$ cat config.mk
export PLATFORM = sky130hd
export DESIGN_NAME = acm_alu
export DESIGN_NICKNAME = d
export VERILOG_FILES = /design/src/hw/rtl/acm_pkg.sv /design/src/hw/rtl/acm_alu.sv
export SDC_FILE = /design/constraint.sdc
export NUM_CORES = 1
export LEC_CHECK = 0
export BUFFER_PORTS_ARGS = -buffer_cell sky130_fd_sc_hd__buf_2
export CORE_UTILIZATION = 45
export DETAILED_ROUTE_END_ITERATION = 12
export PLACE_DENSITY = 0.81
export SYNTH_ARGS = -nofsm -noshare
export SYNTH_HDL_FRONTEND = slang
export SYNTH_SLANG_ARGS = --single-unit
export TNS_END_PERCENT = 20
$ cat constraint.sdc
create_clock -name vclk -period 5.1
set_clock_uncertainty 0.2 [all_clocks]
set_input_delay 0.255 -clock vclk [all_inputs]
set_output_delay 0.255 -clock vclk [all_outputs]
set_load 0.02 [all_outputs]
$ cat src/hw/rtl/acm_pkg.sv
// shared types and constants of the aho-corasick match core
// no dependencies
`timescale 1ns / 1ps
package acm_pkg;

  localparam int NODES_DEF    = 4096;
  localparam int ALPHABET_DEF = 26;
  localparam int LETTER_W     = 5;
  localparam int CNT_W        = 16;
  localparam int TOTAL_W      = 32;

  typedef enum logic [1:0] {
    MODE_CLEAR   = 2'd0,
    MODE_PATTERN = 2'd1,
    MODE_BUILD   = 2'd2,
    MODE_TEXT    = 2'd3
  } acm_mode_e;

  typedef struct packed {
    logic [1:0]          mode;
    logic [LETTER_W-1:0] letter;
    logic                last;
  } acm_in_t;

  typedef struct packed {
    logic [TOTAL_W-1:0] match_total;
    logic               overflow;
  } acm_out_t;

  typedef enum logic {
    ALU_SAT32 = 1'b0,
    ALU_SAT16 = 1'b1
  } acm_alu_op_e;

  typedef struct packed {
    acm_alu_op_e        op;
    logic [TOTAL_W-1:0] a;
    logic [CNT_W-1:0]   b;
  } acm_alu_req_t;

  typedef enum logic [4:0] {
    S_INIT, S_IDLE, S_DISP,
    S_P_CHK, S_P_NEW, S_P_CRD, S_P_CWR,
    S_B_INIT, S_B_POP, S_B_NOW, S_B_ROW, S_B_SCAN, S_B_TRD, S_B_TCHK, S_B_WR,
    S_T_RD, S_T_CHK, S_T_SRD, S_T_SADD, S_T_FIN
  } acm_state_e;

endpackage

$ cat src/hw/rtl/acm_alu.sv
// shared saturating adder for pattern counts and the running total
// depends on acm_pkg
`timescale 1ns / 1ps
module acm_alu (
  input  acm_pkg::acm_alu_req_t          req_i,
  output logic [acm_pkg::TOTAL_W-1:0]    res_o
);
  import acm_pkg::*;

  logic [TOTAL_W:0] sum32;
  logic [CNT_W:0]   sum16;

  assign sum32 = {1'b0, req_i.a} + (TOTAL_W+1)'(req_i.b);
  assign sum16 = {1'b0, req_i.a[CNT_W-1:0]} + {1'b0, req_i.b};

  always_comb begin
    case (req_i.op)
      ALU_SAT32: res_o = sum32[TOTAL_W] ? '1 : sum32[TOTAL_W-1:0];
      ALU_SAT16: res_o = TOTAL_W'(sum16[CNT_W] ? {CNT_W{1'b1}} : sum16[CNT_W-1:0]);
      default:   res_o = '0;
    endcase
  end

endmodule

Word-level counts from Yosys, hierarchy flattened
Cells that the tools add are included.
{"block": "word_totals", "regBits": 0, "in_bits": 49, "out_inout_bits": 32, "word_cells": 6}
{"block": "op_classes", "n_addsub": 2, "n_mux": 3, "bitwise": 1}
{"cell": "case mux 32 bit (2 select lines)", "n": 1}
{"cell": "adder 32 x 16 -> 33 bit", "n": 1}
{"cell": "two-way mux 32 bit", "n": 1}
{"cell": "adder 16 x 16 -> 17 bit", "n": 1}
{"cell": "two-way mux 16 bit", "n": 1}
{"cell": "NOT 1 bit", "n": 1}

Longest topological paths before layout
Gate-level depths: netlist of the first run.
{"block": "logic_depth", "ltp_word": 3, "depth_mapped": 9}

Worst setup path after synthesis of the first run
OpenSTA, ideal clock, no wires.
{"block": "synth_path", "path_kind": "input -> output", "startpoint": "in req_i[0] in the netlist's numbering", "endpoint": "out res_o[18] in the netlist's numbering", "t_arrival_ps": 2493, "required_time_ps": 4645, "slack_ps": 2152, "cell_stages": 7, "n_path_buf": 0, "path_cell_list": "ha_1 -> fa_1 -> a211oi_1 -> o21ai_1 -> nand2_1 -> a31oi_4 -> a2111oi_1"}
{"block": "synth_via", "elab_chain_cells": 3}
{"item": "start, declared", "line": "acm_alu.sv:5", "source": "input acm_pkg::acm_alu_req_t req_i,"}
{"item": "adder 32 x 16 -> 33 bit", "line": "acm_alu.sv:13", "source": "assign sum32 = {1'b0, req_i.a} + (TOTAL_W+1)'(req_i.b);"}
{"item": "two-way mux 32 bit", "line": "acm_alu.sv:18", "source": "ALU_SAT32: res_o = sum32[TOTAL_W] ? '1 : sum32[TOTAL_W-1:0];"}
{"item": "case mux 32 bit (2 select lines)", "line": "acm_alu.sv:17", "source": "case (req_i.op)"}
{"item": "end, declared", "line": "acm_alu.sv:6", "source": "output logic [acm_pkg::TOTAL_W-1:0] res_o"}
No other way between the ends.

Worst setup path after layout of the first run
{"block": "layout_path", "startpoint": "in req_i[0] in the netlist's numbering", "endpoint": "out res_o[26] in the netlist's numbering"}
The elaborated chain is that of the path after synthesis.

==> metrics.md, run 1 <==
| Metric | Value |
|---|---|
| Final setup vio count | `0` |
| Slew Viols, Final | `0` |
| Ys Warns | `0` |
| Total grt overflow | `0` |
| Max-Cap Viols | `0` |
| Initial DRC Count | `83` |
| Post-Route WL | `4.185 mm` |
| Crit-path most repeated cell | `buf_2` |
| Chip width | `59.88 µm` |
| Slowest stage delay, CP | `0.42 ns` |
| Setup bufs post-CTS | `0` |
| Vias | `1980` |
| Resized cells post-CTS | `0` |
| Initial antenna violation count | `0` |
| TNS Setup | `0 ns` |
| Hold Startpoint | `req_i[39]` |
| ANT cells | `0` |
| Netlist cell types | `47` |
| Period utilisation layout | `65.99%` |
| Area grow syn2layout | `26.31%` |
| Mapped cell area | `1508 µm²` |
| Peak Freq | `297.1 MHz` |
| Hold_buf cts | `0` |
| Final #Nets | `366` |
| Syn nets | `294` |
| Crit path time final | `3.365 ns` |
| Startpoint Class | `input pin` |
| I/O pin count | `81` |
| Row count | `20` |
| Number of fillers in the final layout | `315` |
| Crit path kind | `in -> out` |
| Number of I/O port buffers | `81` |
| Detail Placement HPWL | `3.487 mm` |
| Ratio of cells with drive above 1 in the final layout | `31.54%` |
| Top cells by area, synth | `ha_1 (13%), a21oi_1 (8.0%), nand2_1 (7.0%)` |
| Core area | `3128 µm²` |
| First-pass GRT wire length | `6.748 mm` |
| Max-slew headroom at the worst pin | `30.35%` |
| Top cell type's share of synthesized area | `13.28%` |
| Final core occ | `60.88%` |
| Die area | `3586 µm²` |
| CP max FO | `11` |
| Worst path cell trace | `buf_2 > ha_1 > fa_1 > a211oi_1 > o21ai_1 > nand2_1 > a31oi_1 > nor4b_1 > a2111oi_2 > buf_2` |
| CP delay by family, top | `compound AO/OA/AOI/OAI gates` |
| Gpl congestion | `0.9127` |
| Tot GR Track Use | `22.93%` |
| Biggest area consumer among synthesized cells | `ha_1` |
| Top post-synthesis cells by count | `nand2_1 (28), a21oi_1 (24), ha_1 (16)` |
| Seq cells | `0` |
| Register area | `0 µm²` |
| CP max stage cell | `fa_1` |
| CP required | `4.64 ns` |
| Cell with the most instances after synthesis | `nand2_1` |
| Slew @ Worst Pin | `1.038 ns` |
| Final hold vios | `0` |
| Die Y-Extent | `59.88 µm` |
| DR vias/cell | `5.789` |
| Vias in the first global route | `1640` |
| Worst endpoint data arrival time | `2.91 ns` |
| Worst Slack Setup Final | `1.735 ns` |
| DRC Markers | `0` |
| DR pass1 iterations | `4` |
| RSZ-0062 raised after global routing | `no` |
| Clock buffer cells | `0` |
| Pwr dens | `135.7 nW/µm²` |
| Post-Syn Instances | `228` |
| Worst hold path class | `in -> out` |
| Status | `finished clean` |
| Routed Antenna Nets | `0` |
| Dpl ws | `1.753 ns` |
| Initial core utilization | `48.20%` |
| Buf/Inv on CP | `2` |
| Leakage power | `0.9591 nW` |
| Syn_area_per_cell | `6.613 µm²` |
| VDD IR max | `0.08820 mV` |
| CP startpoint | `req_i[0]` |
| Crit. End Element | `output port` |
| WL/cell | `12.24 µm` |
| Sequential area share after synthesis | `0%` |
| Largest net degree at the start of global routing | `17` |
report_power, final:
| part | total (mW) | switching (mW) | leakage (nW) | internal (mW) |
|---|---|---|---|---|
| Clock | 0 | 0 | 0 | 0 |
| Sequential | 0 | 0 | 0 | 0 |
| Combinational | 0.258 | 0.160 | 0.959 | 0.0984 |
| Total | 0.258 | 0.160 | 0.959 | 0.0984 |
metal layers:
layer,global-route usage (%),share of wire (%)
met5,0,0
met4,2.326,0.33
met3,0.6494,4.1
met2,42.54,49
met1,30.12,47
per-stage QoR:
stage               cells  instance area, µm²  power [mW]  hold WS, ns
floorplan             228                1508      0.1809       0.3555
global placement      342                1904      0.2541       0.6884
detailed placement    342                1904      0.2574       0.6928
CTS                   342                1904      0.2582       0.6925
global route          342                1904      0.2831       0.7086
finish                342                1904      0.2585       0.6939
cell usage in the layout, fill, tap and decap left out, types with 2 or more instances in the layout:
cell type and n:
nor2_1 14, a21oi_2 2, ha_1 16, nand4_1 7, o21ai_1 3, nand3_1 2, and3_1 5, and2_1 5
nand2b_1 3, nor2b_1 8, nand2_1 28, a211oi_1 7, a21o_1 4, and4b_1 2, a21oi_1 24, buf_2 81
a311oi_1 5, nor3_1 10, a2111oi_2 2, a31oi_1 10, xor2_1 8, inv_1 14, xnor2_1 5, o21ai_0 11
o211ai_2 2
layout make-up:
type / instances / area (µm²) / share of cell area [%]
multi-input combinational: 203 / 1391 / 73.06
timing repair buffer: 81 / 405.4 / 21.29
tap: 44 / 55.05 / 2.891
inverter: 14 / 52.55 / 2.760
cell families after synthesis:
family	share of synthesized area, %
buffers and inverters	7.718
XOR/XNOR	7.552
adder cells (fa/ha/maj)	14.61
AND/OR/NAND/NOR	31.70
AO/OA/AOI/OAI	38.42
final timing paths:
| kind | end | depth (start not counted) |
|---|---|---|
| worst max-delay path | res_o[26] | 10 |
| worst min-delay path | res_o[23] | 4 |
(Power assumes the default switching activity.)
==> run 2: changes to the inputs <==
--- a/config.mk
+++ b/config.mk
@@ -5,10 +5,11 @@
 export SDC_FILE = /design/constraint.sdc
 export NUM_CORES = 1
 export LEC_CHECK = 0
+export ABC_AREA = 1
 export BUFFER_PORTS_ARGS = -buffer_cell sky130_fd_sc_hd__buf_2
 export CORE_UTILIZATION = 45
 export DETAILED_ROUTE_END_ITERATION = 12
-export PLACE_DENSITY = 0.81
+export PLACE_DENSITY = 0.77
 export SYNTH_ARGS = -nofsm -noshare
 export SYNTH_HDL_FRONTEND = slang
 export SYNTH_SLANG_ARGS = --single-unit
==> constraint.sdc (replaced) <==
create_clock -name vclk -period 3.2
set_clock_uncertainty 0.2 [all_clocks]
set_input_delay 0.16 -clock vclk [all_inputs]
set_output_delay 0.16 -clock vclk [all_outputs]
set_load 0.02 [all_outputs]
==> metrics.md, run 2 <==
| Metric | Value |
|---|---|
| Status | `finished clean (unchanged)` |
| Total grt overflow | `0 (unchanged)` |
| Initial core utilization | `47.67% (was 48.20%)` |
| Detail Placement HPWL | `5.077 mm (was 3.487 mm)` |
| Syn_area_per_cell | `4.907 µm² (was 6.613 µm²)` |
| ANT cells | `0 (unchanged)` |
| WL/cell | `11.07 µm (was 12.24 µm)` |
| CP startpoint | `req_i[0] (unchanged)` |
| Hold Startpoint | `req_i[16] (was req_i[39])` |
| Area grow syn2layout | `23.25% (was 26.31%)` |
| Worst hold path class | `in -> out (unchanged)` |
| Clock buffer cells | `0 (unchanged)` |
| Number of I/O port buffers | `81 (unchanged)` |
| CP delay by family, top | `simple AND/OR/NAND/NOR gates (was compound AO/OA/AOI/OAI gates)` |
| Placed Area | `2401 µm² (was 1904 µm²)` |
| Final setup vio count | `0 (unchanged)` |
| Buf/Inv on CP | `2 (unchanged)` |
| Seq cells | `0 (unchanged)` |
| Peak Freq | `395.7 MHz` |
| Period utilisation layout | `78.96%` |
| CP max stage cell | `fa_1 (unchanged)` |
| Register area | `0 µm² (unchanged)` |
| Chip width | `67.80 µm (was 59.88 µm)` |
| Sequential area share after synthesis | `0% (unchanged)` |
| Slew @ Worst Pin | `0.4770 ns (was 1.038 ns)` |
| Hold_buf cts | `0 (unchanged)` |
| Largest net degree at the start of global routing | `15 (was 17)` |
| Top post-synthesis cells by count | `nand2_1 (146), inv_1 (70), nor2_1 (40) (was nand2_1 (28), a21oi_1 (24), ha_1 (16))` |
| Worst Slack Setup Final | `0.6731 ns (was 1.735 ns)` |
| Row count | `23 (was 20)` |
| Vias | `2614 (was 1980)` |
| Final #Nets | `544 (was 366)` |
| Tot GR Track Use | `25.98% (was 22.93%)` |
| Initial antenna violation count | `0 (unchanged)` |
| Top cell type's share of synthesized area | `28.13% (was 13.28%)` |
| Final hold vios | `0 (unchanged)` |
| Die Y-Extent | `67.80 µm (was 59.88 µm)` |
| Die area | `4596 µm² (was 3586 µm²)` |
| Worst path cell trace | `buf_2 > ha_1 > fa_1 > nand2_1 > nand3_1 > nand2_1 > o21ai_2 > nand2_2 > nand2_4 > nand3_4 > nand2_4 > or2_2 > buf_2 (was buf_2 > ha_1 > fa_1 > a211oi_1 > o21ai_1 > nand2_1 > a31oi_1 > nor4b_1 > a2111oi_2 > buf_2)` |
| Startpoint Class | `input pin (unchanged)` |
| DR pass1 iterations | `4 (unchanged)` |
| Routed Antenna Nets | `0 (unchanged)` |
| Post-Route WL | `5.825 mm (was 4.185 mm)` |
| Mapped cell area | `1948 µm² (was 1508 µm²)` |
| Number of fillers in the final layout | `450 (was 315)` |
| TNS Setup | `0 ns (unchanged)` |
| Initial DRC Count | `182 (was 83)` |
| I/O pin count | `81 (unchanged)` |
| Vias in the first global route | `2262 (was 1640)` |
| Core area | `4086 µm² (was 3128 µm²)` |
| Final core occ | `58.76% (was 60.88%)` |
| Design area | `2401 µm² (was 1904 µm²)` |
| Biggest area consumer among synthesized cells | `nand2_1 (was ha_1)` |
| DR vias/cell | `4.970 (was 5.789)` |
| RSZ-0062 raised after global routing | `no (unchanged)` |
| First-pass GRT wire length | `9.335 mm (was 6.748 mm)` |
| CP max FO | `14 (was 11)` |
| Dpl ws | `0.6875 ns (was 1.753 ns)` |
| Crit path time final | `2.527 ns` |
| VDD IR max | `0.1338 mV (was 0.08820 mV)` |
| Ys Warns | `0 (unchanged)` |
| Crit. End Element | `output port (unchanged)` |
| Worst endpoint data arrival time | `2.17 ns (was 2.91 ns)` |
| Setup bufs post-CTS | `0 (unchanged)` |
| Commonest non-fill, non-tap cells in the layout | `nand2_1 (146), buf_2 (81), inv_1 (70) (was buf_2 (81), nand2_1 (28), a21oi_1 (24))` |
| Max-Cap Viols | `0 (unchanged)` |
| Max-slew headroom at the worst pin | `67.86% (was 30.35%)` |
| Cell with the most instances after synthesis | `nand2_1 (unchanged)` |
| Commonest non-fill, non-tap cell in the layout | `nand2_1 (was buf_2)` |
| Resized cells post-CTS | `0 (unchanged)` |
| Crit path kind | `in -> out (unchanged)` |
| Slowest stage delay, CP | `0.38 ns (was 0.42 ns)` |
| CP required | `2.84 ns (was 4.64 ns)` |
| DRC Markers | `0 (unchanged)` |
| Pwr dens | `182.5 nW/µm² (was 135.7 nW/µm²)` |
| Leakage power | `1.543 nW (was 0.9591 nW)` |
| Gpl congestion | `1.007 (was 0.9127)` |
| Total power | `0.4381 mW (was 0.2585 mW)` |
| Ratio of cells with drive above 1 in the final layout | `22.06% (was 31.54%)` |
| Post-Syn Instances | `397 (was 228)` |
| Syn nets | `463 (was 294)` |
| Netlist cell types | `31 (was 47)` |
| Top cells by area, synth | `nand2_1 (28%), inv_1 (13%), ha_1 (10%) (was ha_1 (13%), a21oi_1 (8.0%), nand2_1 (7.0%))` |
| Slew Viols, Final | `0 (unchanged)` |
run 2: cell count changes in the layout (fill, tap and decap cells not counted), moves of 8 or more:
cell | previous run | this run
a31oi_1 | 10 | 1
inv_1 | 14 | 70
nand2_1 | 28 | 146
nand3_1 | 2 | 36
nor2_1 | 14 | 40
nor2b_1 | 8 | 0
o21ai_0 | 11 | 2
or2_1 | 0 | 10
run 2: cell type report:
| cell class | instances | area [µm²] | area share, % |
|---|---|---|---|
| timing repair buffer | 81 | 405.4 | 16.88 |
| tap | 50 | 62.56 | 2.606 |
| inverter | 74 | 277.8 | 11.57 |
| multi-input combinational | 321 | 1655 | 68.94 |
run 2: per-stage QoR:
| step | hold WS, ns | instances |
|---|---|---|
| 2_1_floorplan | 0.3230 | 397 |
| 3_3_place_gp | 0.5292 | 526 |
| 3_5_place_dp | 0.5367 | 526 |
| 4_1_cts | 0.5358 | 526 |
| 5_1_grt | 0.5466 | 526 |
| 6_report | 0.5295 | 526 |
run 2: path summary, 6_finish.rpt:
| path | endpoint | slack (ns) | cells past startpoint |
|---|---|---|---|
| setup / recovery | res_o[1] | 0.67 | 13 |
| hold / removal | res_o[0] | 0.53 | 4 |
run 2: layer usage:
metal / share of wire, % / wire length (µm) / vias to the layer above / track usage, %
met3: 6.4 / 372 / 10 / 1.351
met2: 46 / 2672 / 91 / 46.16
met4: 1.8 / 106 / 0 / 5.469
met1: 46 / 2674 / 1120 / 34.09
li1: - / - / 1393 / -
met5: 0 / 0 / - / 0
run 2: power breakdown:
| group | switching [mW] | internal, mW | leakage, nW | total [mW] |
|---|---|---|---|---|
| combinational | 0.278 | 0.160 | 1.54 | 0.438 |
| clock | 0 | 0 | 0 | 0 |
| sequential | 0 | 0 | 0 | 0 |
| total | 0.278 | 0.160 | 1.54 | 0.438 |
run 2: tightest hold or removal path, stage by stage:
cell,delay (ns)
buf_2,0.08
ha_1,0.10
or2_2,0.09
buf_2,0.15
run 2: cells by family after synthesis:
| kind of cell | synth area share [%] |
|---|---|
| AND/OR/NAND/NOR | 60.63 |
| buffers and inverters | 15.03 |
| AO/OA/AOI/OAI | 8.093 |
| adder cells (fa/ha/maj) | 11.30 |
| XOR/XNOR | 4.945 |
==> run 3: changes to the inputs <==
--- a/config.mk
+++ b/config.mk
@@ -9,7 +9,7 @@
 export BUFFER_PORTS_ARGS = -buffer_cell sky130_fd_sc_hd__buf_2
 export CORE_UTILIZATION = 45
 export DETAILED_ROUTE_END_ITERATION = 12
-export PLACE_DENSITY = 0.77
+export PLACE_DENSITY = 0.8
 export SYNTH_ARGS = -nofsm -noshare
 export SYNTH_HDL_FRONTEND = slang
 export SYNTH_SLANG_ARGS = --single-unit
==> constraint.sdc (replaced) <==
create_clock -name vclk -period 2.2
set_clock_uncertainty 0.2 [all_clocks]
set_input_delay 0.11 -clock vclk [all_inputs]
set_output_delay 0.11 -clock vclk [all_outputs]
set_load 0.02 [all_outputs]
==> metrics.md, run 3 (synthesized netlist as in run 2, its figures left out) <==
| Metric | Value |
|---|---|
| Status | `finished with violations (was finished clean)` |
| Failing checks | `setup timing` |
| Final hold vios | `0 (unchanged)` |
| Largest net degree at the start of global routing | `12 (was 15)` |
| ANT cells | `0 (unchanged)` |
| WL/cell | `13.05 µm (was 11.07 µm)` |
| Peak Freq | `451.5 MHz` |
| Leakage power | `1.690 nW (was 1.543 nW)` |
| First-pass GRT wire length | `10.36 mm (was 9.335 mm)` |
| Total grt overflow | `0 (unchanged)` |
| Routed Antenna Nets | `0 (unchanged)` |
| Detail Placement HPWL | `5.303 mm (was 5.077 mm)` |
| Crit path time final | `2.215 ns` |
| Ratio of cells with drive above 1 in the final layout | `34.27% (was 22.06%)` |
| Final #Nets | `567 (was 544)` |
| Slew Viols, Final | `0 (unchanged)` |
| DRC Markers | `0 (unchanged)` |
| Row count | `23 (unchanged)` |
| Area grow syn2layout | `48.56% (was 23.25%)` |
| Vias | `2929 (was 2614)` |
| RSZ-0062 raised after global routing | `yes (was no)` |
| Hold Worst Slack | `0.4364 ns (was 0.5295 ns)` |
| Die area | `4596 µm² (unchanged)` |
| CP required | `1.89 ns (was 2.84 ns)` |
| DR vias/cell | `5.335 (was 4.970)` |
| Commonest non-fill, non-tap cells in the layout | `nand2_1 (128), inv_1 (70), buf_2 (69) (was nand2_1 (146), buf_2 (81), inv_1 (70))` |
| Hold Path Depth | `4 (unchanged)` |
| Register area | `0 µm² (unchanged)` |
| Tot GR Track Use | `28.88% (was 25.98%)` |
| Period utilisation layout | `100.7%` |
| I/O pin count | `81 (unchanged)` |
| Number of fillers in the final layout | `369 (was 450)` |
| Commonest non-fill, non-tap cell in the layout | `nand2_1 (unchanged)` |
| Seq cells | `0 (unchanged)` |
| Vias in the first global route | `2553 (was 2262)` |
| Hold_buf cts | `0 (unchanged)` |
| Startpoint Class | `input pin (unchanged)` |
| Worst Slack Setup Final | `-0.01506 ns (was 0.6731 ns)` |
| Crit. End Element | `output port (unchanged)` |
| Number of I/O port buffers | `81 (unchanged)` |
| Final core occ | `70.82% (was 58.76%)` |
| Initial DRC Count | `186 (was 182)` |
| Crit path kind | `in -> out (unchanged)` |
| Dpl ws | `-0.1700 ns (was 0.6875 ns)` |
| Hold Startpoint | `req_i[16] (unchanged)` |
| Initial antenna violation count | `0 (unchanged)` |
| DR pass1 iterations | `4 (unchanged)` |
| VDD IR max | `0.2151 mV (was 0.1338 mV)` |
| Pwr dens | `282.0 nW/µm² (was 182.5 nW/µm²)` |
| CP startpoint | `req_i[0] (unchanged)` |
| Core area | `4086 µm² (unchanged)` |
| CP max FO | `7 (was 14)` |
| Clock buffer cells | `0 (unchanged)` |
| Max-Cap Viols | `0 (unchanged)` |
| Max-slew headroom at the worst pin | `78.34% (was 67.86%)` |
| Die Y-Extent | `67.80 µm (unchanged)` |
| Initial core utilization | `47.67% (unchanged)` |
| Post-Route WL | `7.166 mm (was 5.825 mm)` |
| Slew @ Worst Pin | `0.3245 ns (was 0.4770 ns)` |
| Worst hold path class | `in -> out (unchanged)` |
| Worst endpoint data arrival time | `1.91 ns (was 2.17 ns)` |
| Gpl congestion | `0.9852 (was 1.007)` |
| Chip width | `67.80 µm (unchanged)` |
| Final setup vio count | `8 (was 0)` |
==> run 3: changes by cell type in the layout (fill, tap and decap cells not counted), sizes merged <==
| cell | previous run | this run |
|---|---|---|
| nand2 | 150 | 151 |
| buf | 81 | 103 |
==> run 3: report_power, final <==
part	switching, mW	total (mW)	leakage, nW	internal (mW)
combinational	0.479	0.816	1.69	0.337
clock	0	0	0	0
sequential	0	0	0	0
==> run 3: final cells by class <==
cell class	count	area, µm²	share of cell area (%)
inverters	74	277.8	9.598
repair buffers	103	628.1	21.70
well taps	50	62.56	2.162
multi-input cells	322	1926	66.54
==> run 3: worst max-delay path: stages <==
cell	delay [ns]
buf_8	0.10
ha_4	0.15
fa_2	0.35
nand2_2	0.10
nand3_2	0.08
nand2_2	0.11
o21ai_4	0.07
nand2_2	0.10
nand2_4	0.08
nand3_4	0.14
nand2_8	0.09
or2_2	0.28
buf_2	0.16
==> run 3: per-layer routing <==
layer,GRT usage [%],up-vias,share of wire (%)
met5,0,-,0
met4,7.552,0,2.0
met3,2.027,23,6.4
met2,53.47,132,51
met1,35.34,1335,40
li1,-,1439,-
==> run 3: through the flow <==
step	cell area [µm²]	std cells	TNS, ns	power [mW]
floorplan	1948	397	0	0.4405
global placement	2519	540	-0.5290	0.6643
detailed placement	2519	540	-2.909	0.6772
CTS	2645	548	0	0.7202
global route	2894	549	-1.498	0.8798
finish	2894	549	-0.06515	0.8160
==> run 3: what timing repair did <==
item,in CTS,in global routing
gates resized for setup,15,52
setup endpoints to repair,32,32
hold endpoints to repair,0,0
setup buffers,7,1
pin swaps,10,17
gates cloned,1,0
==> run 3: path summary, 6_finish.rpt <==
check	endpoint	slack, ns
setup / recovery	res_o[1]	-0.02
hold / removal	res_o[0]	0.44
